<file path="config.mk">
export PLATFORM = sky130hd
export DESIGN_NAME = lens_stepper_move_sequencer
export DESIGN_NICKNAME = d
export VERILOG_FILES = /design/src/hdl/lsms_pkg.sv /design/src/hdl/lens_stepper_move_sequencer.sv
export SDC_FILE = /design/constraint.sdc
export NUM_CORES = 1
export LEC_CHECK = 0
export BUFFER_PORTS_ARGS = -buffer_cell sky130_fd_sc_hd__buf_4
export CORE_AREA = 2 2 151 153
export CTS_CLUSTER_DIAMETER = 150
export DETAILED_ROUTE_END_ITERATION = 7
export DIE_AREA = 0 0 153 155
export HOLD_SLACK_MARGIN = 0.12
export PLACE_DENSITY = 0.69
export SLEW_MARGIN = 20
export SYNTH_ARGS = -nofsm -noshare
export SYNTH_HDL_FRONTEND = slang
export SYNTH_SLANG_ARGS = --single-unit
</file>
<file path="constraint.sdc">
create_clock -name i_clk -period 3.55 [get_ports i_clk]
set_clock_uncertainty 0.05 [all_clocks]
set_input_delay 0.71 -clock i_clk [delete_from_list [all_inputs] [get_ports i_clk]]
set_output_delay 0.71 -clock i_clk [all_outputs]
set_load 0.05 [all_outputs]
</file>
<file path="src/hdl/lsms_pkg.sv">
// Shared types and constants for the lens stepper move sequencer.
// No dependencies; used by the top level and its checker.
package lsms_pkg;

    localparam int CMD_W   = 2;
    localparam int SPEED_W = 16;
    localparam int RATE_W  = 16;
    localparam int STEP_W  = 7;
    localparam int POS_W   = 32;

    localparam logic [CMD_W-1:0] CMD_START = 2'd0;
    localparam logic [CMD_W-1:0] CMD_TICK  = 2'd1;
    localparam logic [CMD_W-1:0] CMD_STOP  = 2'd2;

    // Rate word numerator: clocks per frame, and its width for the divider.
    localparam int                DIV_W           = 21;
    localparam logic [DIV_W-1:0]  CLOCK_PER_FRAME = 21'd1687500;
    localparam int                RATE_DIV        = 24;

    // speed / 8 pulses per unit, then / 16 frames per second
    localparam int PULSE_SHIFT = 3;
    localparam int FRAME_SHIFT = 4;

    typedef enum logic [1:0] {
        ST_IDLE,
        ST_DIV,
        ST_WRITE
    } t_state;

endpackage

</file>
<file path="src/hdl/lens_stepper_move_sequencer.sv">
// Lens stepper move sequencer: one axis, chunked moves, bit-serial rate divider.
// Depends on lsms_pkg.
//
// Usage:
//   Input channel (i_valid / o_stall) takes one request: start, frame tick or
//   stop, with speed and signed distance. Output channel (o_valid / i_stall)
//   returns exactly one result per request: status, rate word, step count,
//   direction, step word flag, busy, last chunk flag and position.
// Sequencing:
//   A stop, rejected start, idle or closing tick, full-chunk tick or unused
//   command skips the divider and is written out. A start, or a tick that
//   issues the remainder chunk, first runs the shared restoring divider, one
//   quotient bit per cycle over DIV_W (21) bits. One request is in flight at once.
// Reset:
//   Synchronous, active low. Axis idle, direction clockwise, chunk 1, rate
//   word 0, position 0, no result pending.
// Receiver stall:
//   The result holds in the output register. One further request is accepted
//   and worked out, then waits until the output register frees up; the axis
//   state is updated only when its result is written.
module lens_stepper_move_sequencer #(
    parameter int CHUNK_MAX       = 127,
    parameter int MICRO_PER_UNIT  = 32,
    parameter int MICRO_PER_COUNT = 8,
    parameter int DISTANCE_BITS   = 21
) (
    input  logic                                i_clk,
    input  logic                                i_rst_n,
    input  logic                                i_valid,
    output logic                                o_stall,
    input  logic [lsms_pkg::CMD_W-1:0]          i_command,
    input  logic [lsms_pkg::SPEED_W-1:0]        i_speed_pps,
    input  logic signed [DISTANCE_BITS-1:0]     i_move_distance,
    output logic                                o_valid,
    input  logic                                i_stall,
    output logic                                o_status,
    output logic [lsms_pkg::RATE_W-1:0]         o_rate_word,
    output logic [lsms_pkg::STEP_W-1:0]         o_step_count,
    output logic                                o_counter_clockwise,
    output logic                                o_step_word_valid,
    output logic                                o_busy_res,
    output logic                                o_last_chunk,
    output logic signed [lsms_pkg::POS_W-1:0]   o_position
);
    import lsms_pkg::*;

    localparam int MAG_W    = DISTANCE_BITS - 1;
    localparam int REM_W    = MAG_W + $clog2(MICRO_PER_UNIT);
    localparam int SCALED_W = SPEED_W - PULSE_SHIFT + $clog2(MICRO_PER_UNIT + 1);
    localparam int RAWC_W   = SCALED_W - FRAME_SHIFT;
    localparam int PC_W     = $clog2(CHUNK_MAX * MICRO_PER_COUNT + 1);
    localparam int SUM_W    = REM_W + PC_W;
    localparam int DVS_MAX  = (CHUNK_MAX * RATE_DIV > MICRO_PER_COUNT) ?
                              CHUNK_MAX * RATE_DIV : MICRO_PER_COUNT;
    localparam int DVS_W    = $clog2(DVS_MAX + 1);
    localparam int CNT_W    = $clog2(DIV_W);

    t_state r_state, n_state;

    // axis state
    logic                r_moving;
    logic                r_reverse;
    logic [STEP_W-1:0]   r_chunk;
    logic [REM_W-1:0]    r_remain;
    logic [POS_W-1:0]    r_pos;
    logic [RATE_W-1:0]   r_rate;

    // latched request
    logic [CMD_W-1:0]    r_cmd;
    logic [STEP_W-1:0]   r_chunk_new;
    logic                r_neg_new;
    logic [MAG_W-1:0]    r_mag_new;
    logic                r_zero;

    // serial divider
    logic [DVS_W-1:0]    r_div_rem;
    logic [DIV_W-1:0]    r_div_quo;
    logic [DVS_W-1:0]    r_div_dvs;
    logic [CNT_W-1:0]    r_div_cnt;

    // result payload
    logic                r_out_valid;
    logic                r_status;
    logic [STEP_W-1:0]   r_steps;
    logic                r_word_valid;
    logic                r_last;

    logic w_accept, w_write, w_need_div;

    // ---- chunk size from speed ----
    logic [SCALED_W-1:0] w_scaled;
    logic [RAWC_W-1:0]   w_chunk_raw;
    logic [STEP_W-1:0]   w_chunk;

    assign w_scaled    = SCALED_W'(MICRO_PER_UNIT) * SCALED_W'(i_speed_pps >> PULSE_SHIFT);
    assign w_chunk_raw = w_scaled[SCALED_W-1:FRAME_SHIFT];

    always_comb begin
        if (w_chunk_raw == '0) begin
            w_chunk = STEP_W'(1);
        end else if (w_chunk_raw > RAWC_W'(CHUNK_MAX)) begin
            w_chunk = STEP_W'(CHUNK_MAX);
        end else begin
            w_chunk = w_chunk_raw[STEP_W-1:0];
        end
    end

    // ---- distance magnitude, most negative saturates ----
    logic [DISTANCE_BITS-1:0] w_dist_u, w_abs;
    logic [MAG_W-1:0]         w_mag;
    logic                     w_neg, w_dist_zero;

    assign w_dist_u    = $unsigned(i_move_distance);
    assign w_neg       = w_dist_u[DISTANCE_BITS-1];
    assign w_abs       = w_neg ? (~w_dist_u + 1'b1) : w_dist_u;
    assign w_mag       = w_abs[DISTANCE_BITS-1] ? '1 : w_abs[MAG_W-1:0];
    assign w_dist_zero = (w_dist_u == '0);

    // ---- tick decision from current axis state ----
    logic [PC_W-1:0]  w_per_chunk;
    logic [SUM_W-1:0] w_remain_ext;
    logic             w_full, w_has_rest;

    assign w_per_chunk  = PC_W'(r_chunk * MICRO_PER_COUNT);
    assign w_remain_ext = SUM_W'(r_remain);
    assign w_full       = w_remain_ext >= SUM_W'(w_per_chunk);
    assign w_has_rest   = w_remain_ext >= SUM_W'(MICRO_PER_COUNT);

    assign w_need_div = ((i_command == CMD_START) && !w_dist_zero) ||
                        ((i_command == CMD_TICK) && r_moving && !w_full && w_has_rest);

    // ---- restoring divider step ----
    logic [DVS_W:0] w_trial, w_diff;
    logic           w_ge;

    assign w_trial = {r_div_rem, r_div_quo[DIV_W-1]};
    assign w_diff  = w_trial - {1'b0, r_div_dvs};
    assign w_ge    = w_trial >= {1'b0, r_div_dvs};

    // ---- control ----
    always_comb begin
        n_state = r_state;
        case (r_state)
            ST_IDLE: begin
                if (i_valid) begin
                    n_state = w_need_div ? ST_DIV : ST_WRITE;
                end
            end
            ST_DIV: begin
                if (r_div_cnt == '0) begin
                    n_state = ST_WRITE;
                end
            end
            ST_WRITE: begin
                if (!r_out_valid || !i_stall) begin
                    n_state = ST_IDLE;
                end
            end
            default: n_state = ST_IDLE;
        endcase
    end

    always_comb begin
        o_stall  = (r_state != ST_IDLE);
        w_accept = (r_state == ST_IDLE) && i_valid;
        w_write  = (r_state == ST_WRITE) && (!r_out_valid || !i_stall);
    end

    always_ff @(posedge i_clk) begin
        if (!i_rst_n) begin
            r_state     <= ST_IDLE;
            r_out_valid <= 1'b0;
            r_moving    <= 1'b0;
            r_reverse   <= 1'b0;
            r_chunk     <= STEP_W'(1);
            r_remain    <= '0;
            r_pos       <= '0;
            r_rate      <= '0;
        end else begin
            r_state <= n_state;
            if (w_write) begin
                r_out_valid <= 1'b1;
            end else if (!i_stall) begin
                r_out_valid <= 1'b0;
            end

            if (w_write) begin
                case (r_cmd)
                    CMD_START: begin
                        if (!r_zero) begin
                            r_chunk   <= r_chunk_new;
                            r_rate    <= r_div_quo[RATE_W-1:0];
                            r_reverse <= r_neg_new;
                            r_remain  <= REM_W'(r_mag_new) * REM_W'(MICRO_PER_UNIT);
                            r_moving  <= 1'b1;
                        end
                    end
                    CMD_TICK: begin
                        if (r_moving) begin
                            if (w_full) begin
                                r_remain <= r_remain - REM_W'(w_per_chunk);
                                r_pos    <= r_reverse ? r_pos - 1'b1 : r_pos + 1'b1;
                            end else if (w_has_rest) begin
                                r_remain <= '0;
                                r_pos    <= r_reverse ? r_pos - 1'b1 : r_pos + 1'b1;
                            end else begin
                                r_remain <= '0;
                                r_moving <= 1'b0;
                            end
                        end
                    end
                    CMD_STOP: begin
                        r_moving <= 1'b0;
                        r_remain <= '0;
                    end
                    default: ;
                endcase
            end
        end
    end

    // request latch, divider and result payload
    always_ff @(posedge i_clk) begin
        if (w_accept) begin
            r_cmd       <= i_command;
            r_chunk_new <= w_chunk;
            r_neg_new   <= w_neg;
            r_mag_new   <= w_mag;
            r_zero      <= w_dist_zero;
            r_div_rem   <= '0;
            r_div_cnt   <= CNT_W'(DIV_W - 1);
            if (i_command == CMD_START) begin
                r_div_quo <= CLOCK_PER_FRAME;
                r_div_dvs <= DVS_W'(w_chunk * RATE_DIV);
            end else begin
                // remainder chunk: remaining is below one full chunk here
                r_div_quo <= DIV_W'(w_remain_ext[PC_W-1:0]);
                r_div_dvs <= DVS_W'(MICRO_PER_COUNT);
            end
        end else if (r_state == ST_DIV) begin
            r_div_rem <= w_ge ? w_diff[DVS_W-1:0] : w_trial[DVS_W-1:0];
            r_div_quo <= {r_div_quo[DIV_W-2:0], w_ge};
            r_div_cnt <= r_div_cnt - 1'b1;
        end

        if (w_write) begin
            r_status     <= 1'b0;
            r_steps      <= '0;
            r_word_valid <= 1'b0;
            r_last       <= 1'b0;
            case (r_cmd)
                CMD_START: begin
                    r_status <= r_zero;
                end
                CMD_TICK: begin
                    if (r_moving) begin
                        r_word_valid <= 1'b1;
                        if (w_full) begin
                            r_steps <= r_chunk;
                        end else if (w_has_rest) begin
                            r_steps <= r_div_quo[STEP_W-1:0];
                        end else begin
                            r_last <= 1'b1;
                        end
                    end
                end
                CMD_STOP: begin
                    r_word_valid <= 1'b1;
                end
                default: ;
            endcase
        end
    end

    // axis state is written together with its result, so it holds under stall
    assign o_valid             = r_out_valid;
    assign o_status            = r_status;
    assign o_rate_word         = r_rate;
    assign o_step_count        = r_steps;
    assign o_counter_clockwise = r_reverse;
    assign o_step_word_valid   = r_word_valid;
    assign o_busy_res          = r_moving;
    assign o_last_chunk        = r_last;
    assign o_position          = $signed(r_pos);

endmodule

</file>
# After elaboration in Yosys (flattened, before gate mapping)
# Index checks and enable logic that the tools add are counted.
# word_totals
reg_bits	176
input_bits	43
word_cells	108
out_inout_bits	62
# op_classes
order_cmp	4
multipliers	1
muxes	31
eq_ne	11
n_addsub	6
bitwise_logic	4
reduce_logical	29
# op_table
op	count
32-bit two-way mux	3
21-bit two-way mux	4
25-bit two-way mux	3
25-bit case mux with 3 select lines	1
32-bit by 1-bit adder with 32-bit output, second input constant	1
32-bit by 1-bit subtractor with 32-bit output, second input constant	1
7-bit two-way mux	4
25-bit by 10-bit greater-or-equal comparator with 1-bit output	1
25-bit by 4-bit greater-or-equal comparator with 1-bit output, second input constant	1
25-bit by 10-bit subtractor with 25-bit output	1
21-bit by 1-bit adder with 21-bit output, second input constant	1
21-bit logical NOT	1
21-bit NOT	1
15-bit logical NOT	1
14-bit by 7-bit greater-than comparator with 1-bit output, second input constant	1
13-bit by 12-bit greater-or-equal comparator with 1-bit output	1
12-bit two-way mux	1
12-bit subtractor	1
2-bit != test, second input constant	5
7-bit by 2-bit multiplier with 9-bit output, second input constant	1
3-bit AND reduction	3
1-bit two-way mux	8
2-bit two-way mux	4
4-bit AND reduction	2
17 further kinds	35

# Longest topological paths before layout
# Gate-level depths: netlist (run 1).
# depth
depth_word	8
depth_mapped	14
mapped_depth_nobuf	13

# Least setup slack after synthesis (run 1)
# OpenSTA, ideal clock, no wires.
# synth_timing
kind	reg-to-reg
start	reg r_reverse (netlist: o_counter_clockwise)
end	reg r_pos[31] (netlist: o_position[31])
t_arrival_ns	3.714
path_stages_with_launch	11
setup_time_ns	0.072
n_path_buf	0
slack_ns	-0.286
required_time_ns	3.428
period_less_slack_ns	3.836
cell_sequence	dfxtp_1 ha_1 a21o_1 o21bai_1 o2111a_1 o21a_1 o311ai_0 a21oi_1 or2_2 o211ai_1 mux2i_1
# synth_via
elab_chain_cells	3
# synth_rtl
element	line	text
start: declaration	lens_stepper_move_sequencer.sv:62	logic r_reverse;
start signal: assignment	lens_stepper_move_sequencer.sv:193	r_reverse <= r_neg_new;
32-bit two-way mux *	lens_stepper_move_sequencer.sv:202, lens_stepper_move_sequencer.sv:205	
32-bit two-way mux	lens_stepper_move_sequencer.sv:203	end else if (w_has_rest) begin
32-bit two-way mux *	lens_stepper_move_sequencer.sv:200	if (w_full) begin
end signal: assignment	lens_stepper_move_sequencer.sv:202	r_pos <= r_reverse ? r_pos - 1'b1 : r_pos + 1'b1;
end signal: assignment	lens_stepper_move_sequencer.sv:205	r_pos <= r_reverse ? r_pos - 1'b1 : r_pos + 1'b1;
end: declaration	lens_stepper_move_sequencer.sv:65	logic [POS_W-1:0] r_pos;
# Mark *: on every way between the ends. The rest lies on a longest branch, timed or not. The select of a mux whose other input is x is not followed.
# A chain may end at the register's enable or synchronous reset.

# Worst setup path in the final report (run 1)
# layout_timing
start	reg r_reverse (netlist: o_counter_clockwise)
end	reg r_pos[30] (netlist: o_position[30])
# The elaborated chain is that of the path after synthesis.

==> out/qor.csv, run 1 <==
stage,metric,value,unit
floorplanning,DIE HEIGHT,155,um
synthesis,area share of the largest cell type after synthesis,0.219,
timing,Tmin final,3200,ps
timing,Slew @ Worst Pin,883,ps
layout,fraction of layout cells with a size suffix above 1,0.157,
power,Sequential Power Share,0.471,
clocking,root cell of the clock tree,clkbuf_16,
setup_path,crit-path cells,buf_4 > ha_1 > a21o_1 > a311oi_1 > nor2_1 > a211oi_1 > buf_4 > o21a_1 > o21ai_0 > a311oi_1 > nand4_1 > o311ai_0,
detailed_routing,DRT antenna net count,0,
timing,worst hold margin,404,ps
setup_path,Critical path origin,o_counter_clockwise,
detailed_routing,First-pass DRT Iterations,5,
detailed_routing,top layer in use,met4,
synthesis,syn_nets,1231,
detailed_routing,routed len/inst,15.2,um
synthesis,Yosys cell types,71,
floorplanning,initial core utilization,0.438,
layout,# nets final,1329,
placement,gpl congestion,0.866,
synthesis,largest cells by area after synthesis,"edfxtp_1, dfxtp_1, ha_1",
power,power per cell area,409,mW/mm2
placement,dpl ws,70.2,ps
layout,final instance area,0.0115,mm2
detailed_routing,final wirelength,23.2,mm
detailed_routing,Post-Route M1 WL,11.0,mm
detailed_routing,DR vias/cell,5.52,
clocking,"Reg clk slew, reported paths",70,ps
global_route,gr usage total,0.197,
clocking,post-CTS setup buffer count,0,
clocking,CTS tree,done,
synthesis,Post-Syn Instances,1124,
global_route,first-pass GRT wire length,38.5,mm
detailed_routing,length of routed met2 wiring,10.4,mm
global_route,vias in the first global route,7780,
layout,"commonest non-fill, non-tap cell in the layout",nand2_1,
setup_path,Critical Path RT,3830,ps
timing,Worst slew margin,0.410,
floorplanning,die footprint,0.0237,mm2
detailed_routing,1st-iter DRT viols,705,
floorplanning,I/O Pins,105,
timing,final setup vio count,0,
power,Power Internal,3.37,mW
global_route,"Remaining Overflow, GRT",0,
synthesis,number of synthesized flops with an enable pin,71,
job,Max-cap violations,0,
timing,RSZ-0062 raised after global routing,false,
worst_hold_path,min-delay src,r_div_cnt[4],
timing,Max Slew Vio Count,0,
detailed_routing,metal3 WL,1.56,mm
clocking,Clock Path Buffers,2,
power,Net Sw Frac,0.281,
setup_path,crit path kind,reg2reg,
synthesis,Mapped Area,0.00974,mm2
clocking,worst-skew pair later-pin latency,430,ps
timing,TNS Setup,0,ps
timing,fin crit share,0.903,
synthesis,Avg Inst Size Synth,8.66,um2
synthesis,synth warn,0,
power,Comb power frac,0.146,
run_status,outcome,completed,
layout,Layout Area Growth over Synthesis,17.7,%
global_route,largest net degree at the start of global routing,41,
timing,post-route setup slack,346,ps
layout,# fillers,2114,
synthesis,Synth Register Bits,170,
timing,Max Clock Freq,0.312,GHz
floorplanning,Die Wd,153,um
global_route,initial antenna violation count,0,
setup_path,critical path buffer and inverter count,2,
setup_path,Setup crit end kind,flip-flop,
placement,"Cell Area, Placed",0.0109,mm2
detailed_routing,via count,8395,
setup_path,arrival time worst endpoint,3480,ps
power,P_leak,4.71,nW
synthesis,main flop type after synthesis,dfxtp_1,
setup_path,"CP delay by family, top",compound AO/OA/AOI/OAI gates,
worst_hold_path,Worst Hold Class,reg2reg,
setup_path,"Largest stage delay, worst path",540,ps
clocking,Sinks on Clock Net,170,
setup_path,RR Startpoint,o_counter_clockwise,
power,VDD IR max,0.254,mV
clocking,H-tree levels,4,
floorplanning,Site Rows,55,
layout,ant diodes,0,
setup_path,CP max-delay cell,dfxtp_2,
power,NetSw,1.32,mW
synthesis,"area leader, netlist",edfxtp_1,
layout,"commonest cells after routing, fill and taps aside","nand2_1, buf_4, a21oi_1",
timing,final hold vios,0,
clocking,clock buffer count from CTS,17,
floorplanning,CORE AREA,0.0222,mm2
detailed_routing,DRC Markers,0,
synthesis,ys async rst share,0,
power,Clock power frac,0.383,
placement,IO buf count,101,
synthesis,register area share after synthesis,0.422,
placement,dpl hpwl,16.8,mm
setup_path,largest fanout on the critical path,14,
setup_path,Startpoint Class,flip-flop,
==> cells by family after synthesis <==
group | count (synthesis) | share of synthesized area
mux | 5 | 0.00527
xor+xnor | 41 | 0.0369
fa+ha+maj | 64 | 0.0853
compound gates | 306 | 0.196
buf+inv | 95 | 0.0376
flops | 170 | 0.422
simple gates | 443 | 0.216
==> final cells by class <==
class / instances / area [um2] / share of cell area
clock buffer: 20 / 467 / 0.0407
inverter: 46 / 173 / 0.0151
sequential: 170 / 4120 / 0.359
multi-input combinational: 859 / 5270 / 0.459
tap: 285 / 357 / 0.0311
clock inverter: 12 / 100 / 0.00873
timing repair buffer: 128 / 986 / 0.0860
==> path summary, 6_finish.rpt <==
check / slack, ps / end / depth (start not counted)
worst min-delay path: 400 / r_div_cnt[4] / 1
worst max-delay path: 350 / o_position[30] / 12
worst max register to register: 350 / o_position[30] / 12
worst min register to register: 400 / r_div_cnt[4] / 1
==> cells in the mapped netlist, types with 8 or more instances <==
cell type	instances
edfxtp_1	71
dfxtp_1	99
xor2_1	18
nand4_1	14
o21a_1	8
nor2b_1	11
and2_1	10
nor3_1	24
xnor2_1	23
inv_1	46
a21o_1	30
o311ai_0	12
or3_1	14
nand3_1	31
nand2_1	181
clkbuf_1	41
ha_1	60
or2_2	15
nand2b_1	13
nor2_1	91
nor4_1	9
o21ai_0	74
a21oi_1	105
and3_1	8
==> metal layers <==
metal | vias up | global-route usage
met5 | - | 0
li1 | 4234 | -
met4 | 0 | 0.0560
met1 | 3876 | 0.275
met3 | 20 | 0.0429
met2 | 265 | 0.311
==> sequential cells by signal, indices dropped and copies added (netlist names), 2 cells and up <==
signal	count
r_cmd	2
r_state	2
r_div_rem	12
o_step_count	7
r_div_cnt	5
o_position	32
r_div_dvs	9
o_rate_word	16
r_mag_new	20
r_chunk	7
r_chunk_new	7
r_remain	22
r_div_quo	21
==> power groups by stage <==
stage	logic (mW)	registers [mW]	clock network, mW
3_3_place_gp	0.670	2.25	0
5_1_grt	0.765	2.21	1.90
3_5_place_dp	0.678	2.25	0
2_1_floorplan	0.444	2.26	0
4_1_cts	0.683	2.20	1.83
6_report	0.686	2.21	1.79
==> worst register-to-register path, delay by kind of cell (launching register included) <==
kind | cells | cell delay [ps]
AOI/OAI and AO/OA | 7 | 1570
adders and majority gates | 1 | 320
buffers and inverters | 2 | 410
DFF | 1 | 540
and+or+nand+nor | 2 | 210
==> per-stage QoR <==
step	power, mW	util	instances
2_1_floorplan	2.70	-	1124
3_3_place_gp	2.92	0.490	1488
3_5_place_dp	2.93	0.490	1488
4_1_cts	4.72	0.516	1520
5_1_grt	4.88	0.516	1520
6_report	4.69	0.516	1520
==> timing repair <==
action	CTS	global route
endpoints found under the setup margin	0	1
endpoints found under the hold margin	0	0
hold buffers	0	0
resized for setup	0	1
Note: power is estimated with default switching activity, not from simulation.
==> run 2, diff against run 1 <==
PLACE_DENSITY = 0.65   (was 0.69)
==> run 2 against run 1 <==
- power increased by 0.28%
- register-to-register slack worse by 80 ps
- worst setup slack worse by 84 ps
- critical path depth fell by 2
- combinational power is 2% lower
- sequential share of layout area is essentially flat
- die area is the same
- global-route usage down 0.51 points
- critical endpoint is now o_position[31]
==> out/qor.csv, run 2 (synthesis results as in run 1) <==
stage,metric,value,unit
power,power per cell area,410,mW/mm2
floorplanning,DIE HEIGHT,155,um
clocking,"Reg clk slew, reported paths",70,ps
layout,# fillers,2089,
layout,"commonest non-fill, non-tap cell in the layout",nand2_1,
detailed_routing,final wirelength,22.7,mm
clocking,worst-skew pair later-pin latency,440,ps
setup_path,largest fanout on the critical path,16,
power,NetSw,1.34,mW
timing,Worst slew margin,0.417,
floorplanning,initial core utilization,0.438,
detailed_routing,via count,8312,
setup_path,Startpoint Class,flip-flop,
timing,Max Slew Vio Count,0,
detailed_routing,1st-iter DRT viols,632,
placement,gpl congestion,0.872,
clocking,clock buffer count from CTS,17,
layout,# nets final,1328,
timing,RSZ-0062 raised after global routing,false,
global_route,initial antenna violation count,0,
timing,TNS Setup,0,ps
placement,IO buf count,101,
timing,final hold vios,0,
floorplanning,die footprint,0.0237,mm2
floorplanning,Die Wd,153,um
detailed_routing,DRT antenna net count,0,
global_route,largest net degree at the start of global routing,41,
layout,final instance area,0.0115,mm2
setup_path,Critical Path RT,3860,ps
global_route,vias in the first global route,7651,
clocking,Sinks on Clock Net,170,
job,Max-cap violations,0,
layout,Largest register FFs,32,
power,Sequential Power Share,0.469,
timing,Max Clock Freq,0.304,GHz
setup_path,Setup crit end kind,flip-flop,
floorplanning,Site Rows,55,
run_status,outcome,completed,
setup_path,crit path kind,reg2reg,
timing,fin crit share,0.926,
detailed_routing,DRC Markers,0,
power,P_leak,4.70,nW
setup_path,arrival time worst endpoint,3600,ps
floorplanning,I/O Pins,105,
timing,final setup vio count,0,
clocking,CTS tree,done,
clocking,post-CTS setup buffer count,0,
detailed_routing,routed len/inst,14.9,um
global_route,gr usage total,0.192,
power,Power Internal,3.36,mW
detailed_routing,DR vias/cell,5.47,
detailed_routing,First-pass DRT Iterations,5,
power,Total Power,4.70,mW
power,Comb power frac,0.143,
power,Clock power frac,0.387,
timing,Tmin final,3290,ps
placement,"Cell Area, Placed",0.0109,mm2
placement,dpl hpwl,16.5,mm
layout,"commonest cells after routing, fill and taps aside","nand2_1, buf_4, a21oi_1",
layout,Layout Area Growth over Synthesis,17.6,%
clocking,H-tree levels,4,
clocking,Clock Path Buffers,2,
power,Net Sw Frac,0.284,
layout,ant diodes,0,
floorplanning,CORE AREA,0.0222,mm2
clocking,root cell of the clock tree,clkbuf_16,
layout,fraction of layout cells with a size suffix above 1,0.156,
global_route,"Remaining Overflow, GRT",0,
global_route,first-pass GRT wire length,37.5,mm
timing,Slew @ Worst Pin,873,ps
worst_hold_path,Worst Hold Class,reg2reg,
power,VDD IR max,0.251,mV
==> run 2: final cells by class <==
type                    count  area, um2  share of cell area
repair buffers            127        966              0.0843
flip-flops and latches    170       4120               0.359
clock buffers              20        458              0.0400
well taps                 285        357              0.0311
clock inverters            12        120              0.0105
inverters                  46        173              0.0151
multi-input cells         859       5270               0.460
==> run 2: path summary, 6_finish.rpt <==
path                     to  slack, ps  cells past startpoint                 from
max          o_position[31]        260                     10  o_counter_clockwise
min              r_chunk[6]        410                      2           r_chunk[6]
max reg2reg  o_position[31]        260                     10  o_counter_clockwise
min reg2reg      r_chunk[6]        410                      2           r_chunk[6]
==> run 2: power groups by stage <==
stage                     clock (mW)  combinational [mW]  sequential [mW]
after floorplan                    0               0.444             2.26
after global placement             0               0.664             2.25
after detailed placement           0               0.667             2.25
after CTS                       1.86               0.672             2.20
after global routing            1.93               0.745             2.22
final                           1.82               0.674             2.21
==> run 2: what timing repair did <==
item / 4_1_cts / 5_1_grt
gates resized for setup: 0 / 1
hold buffers: 0 / 0
setup endpoints to repair: 0 / 1
hold endpoints to repair: 0 / 0
==> run 2: metal layers <==
metal,part of all wire,global-route usage,wire [um]
met1,0.50,0.279,11400
met4,0.014,0.0586,318
met2,0.43,0.295,9840
met3,0.049,0.0312,1100
met5,0,0,0
==> run 2: metrics by stage <==
step / std cells / hold slack, ps / util / setup WS (ps)
2_1_floorplan: 1124 / 376 / - / 225
3_3_place_gp: 1487 / 389 / 0.489 / 75.0
3_5_place_dp: 1487 / 395 / 0.489 / 57.6
4_1_cts: 1519 / 409 / 0.515 / 126
5_1_grt: 1519 / 422 / 0.515 / 39.8
6_report: 1519 / 407 / 0.515 / 262
==> run 2: worst max-delay path, cell delays in order, from the launching register on <==
cell	delay [ps]
dfxtp_4	490
ha_1	280
a211oi_1	280
o21bai_1	190
o2111a_1	310
o21a_1	220
o311ai_0	430
a21oi_1	200
or2_2	300
o211ai_1	260
mux2i_1	200
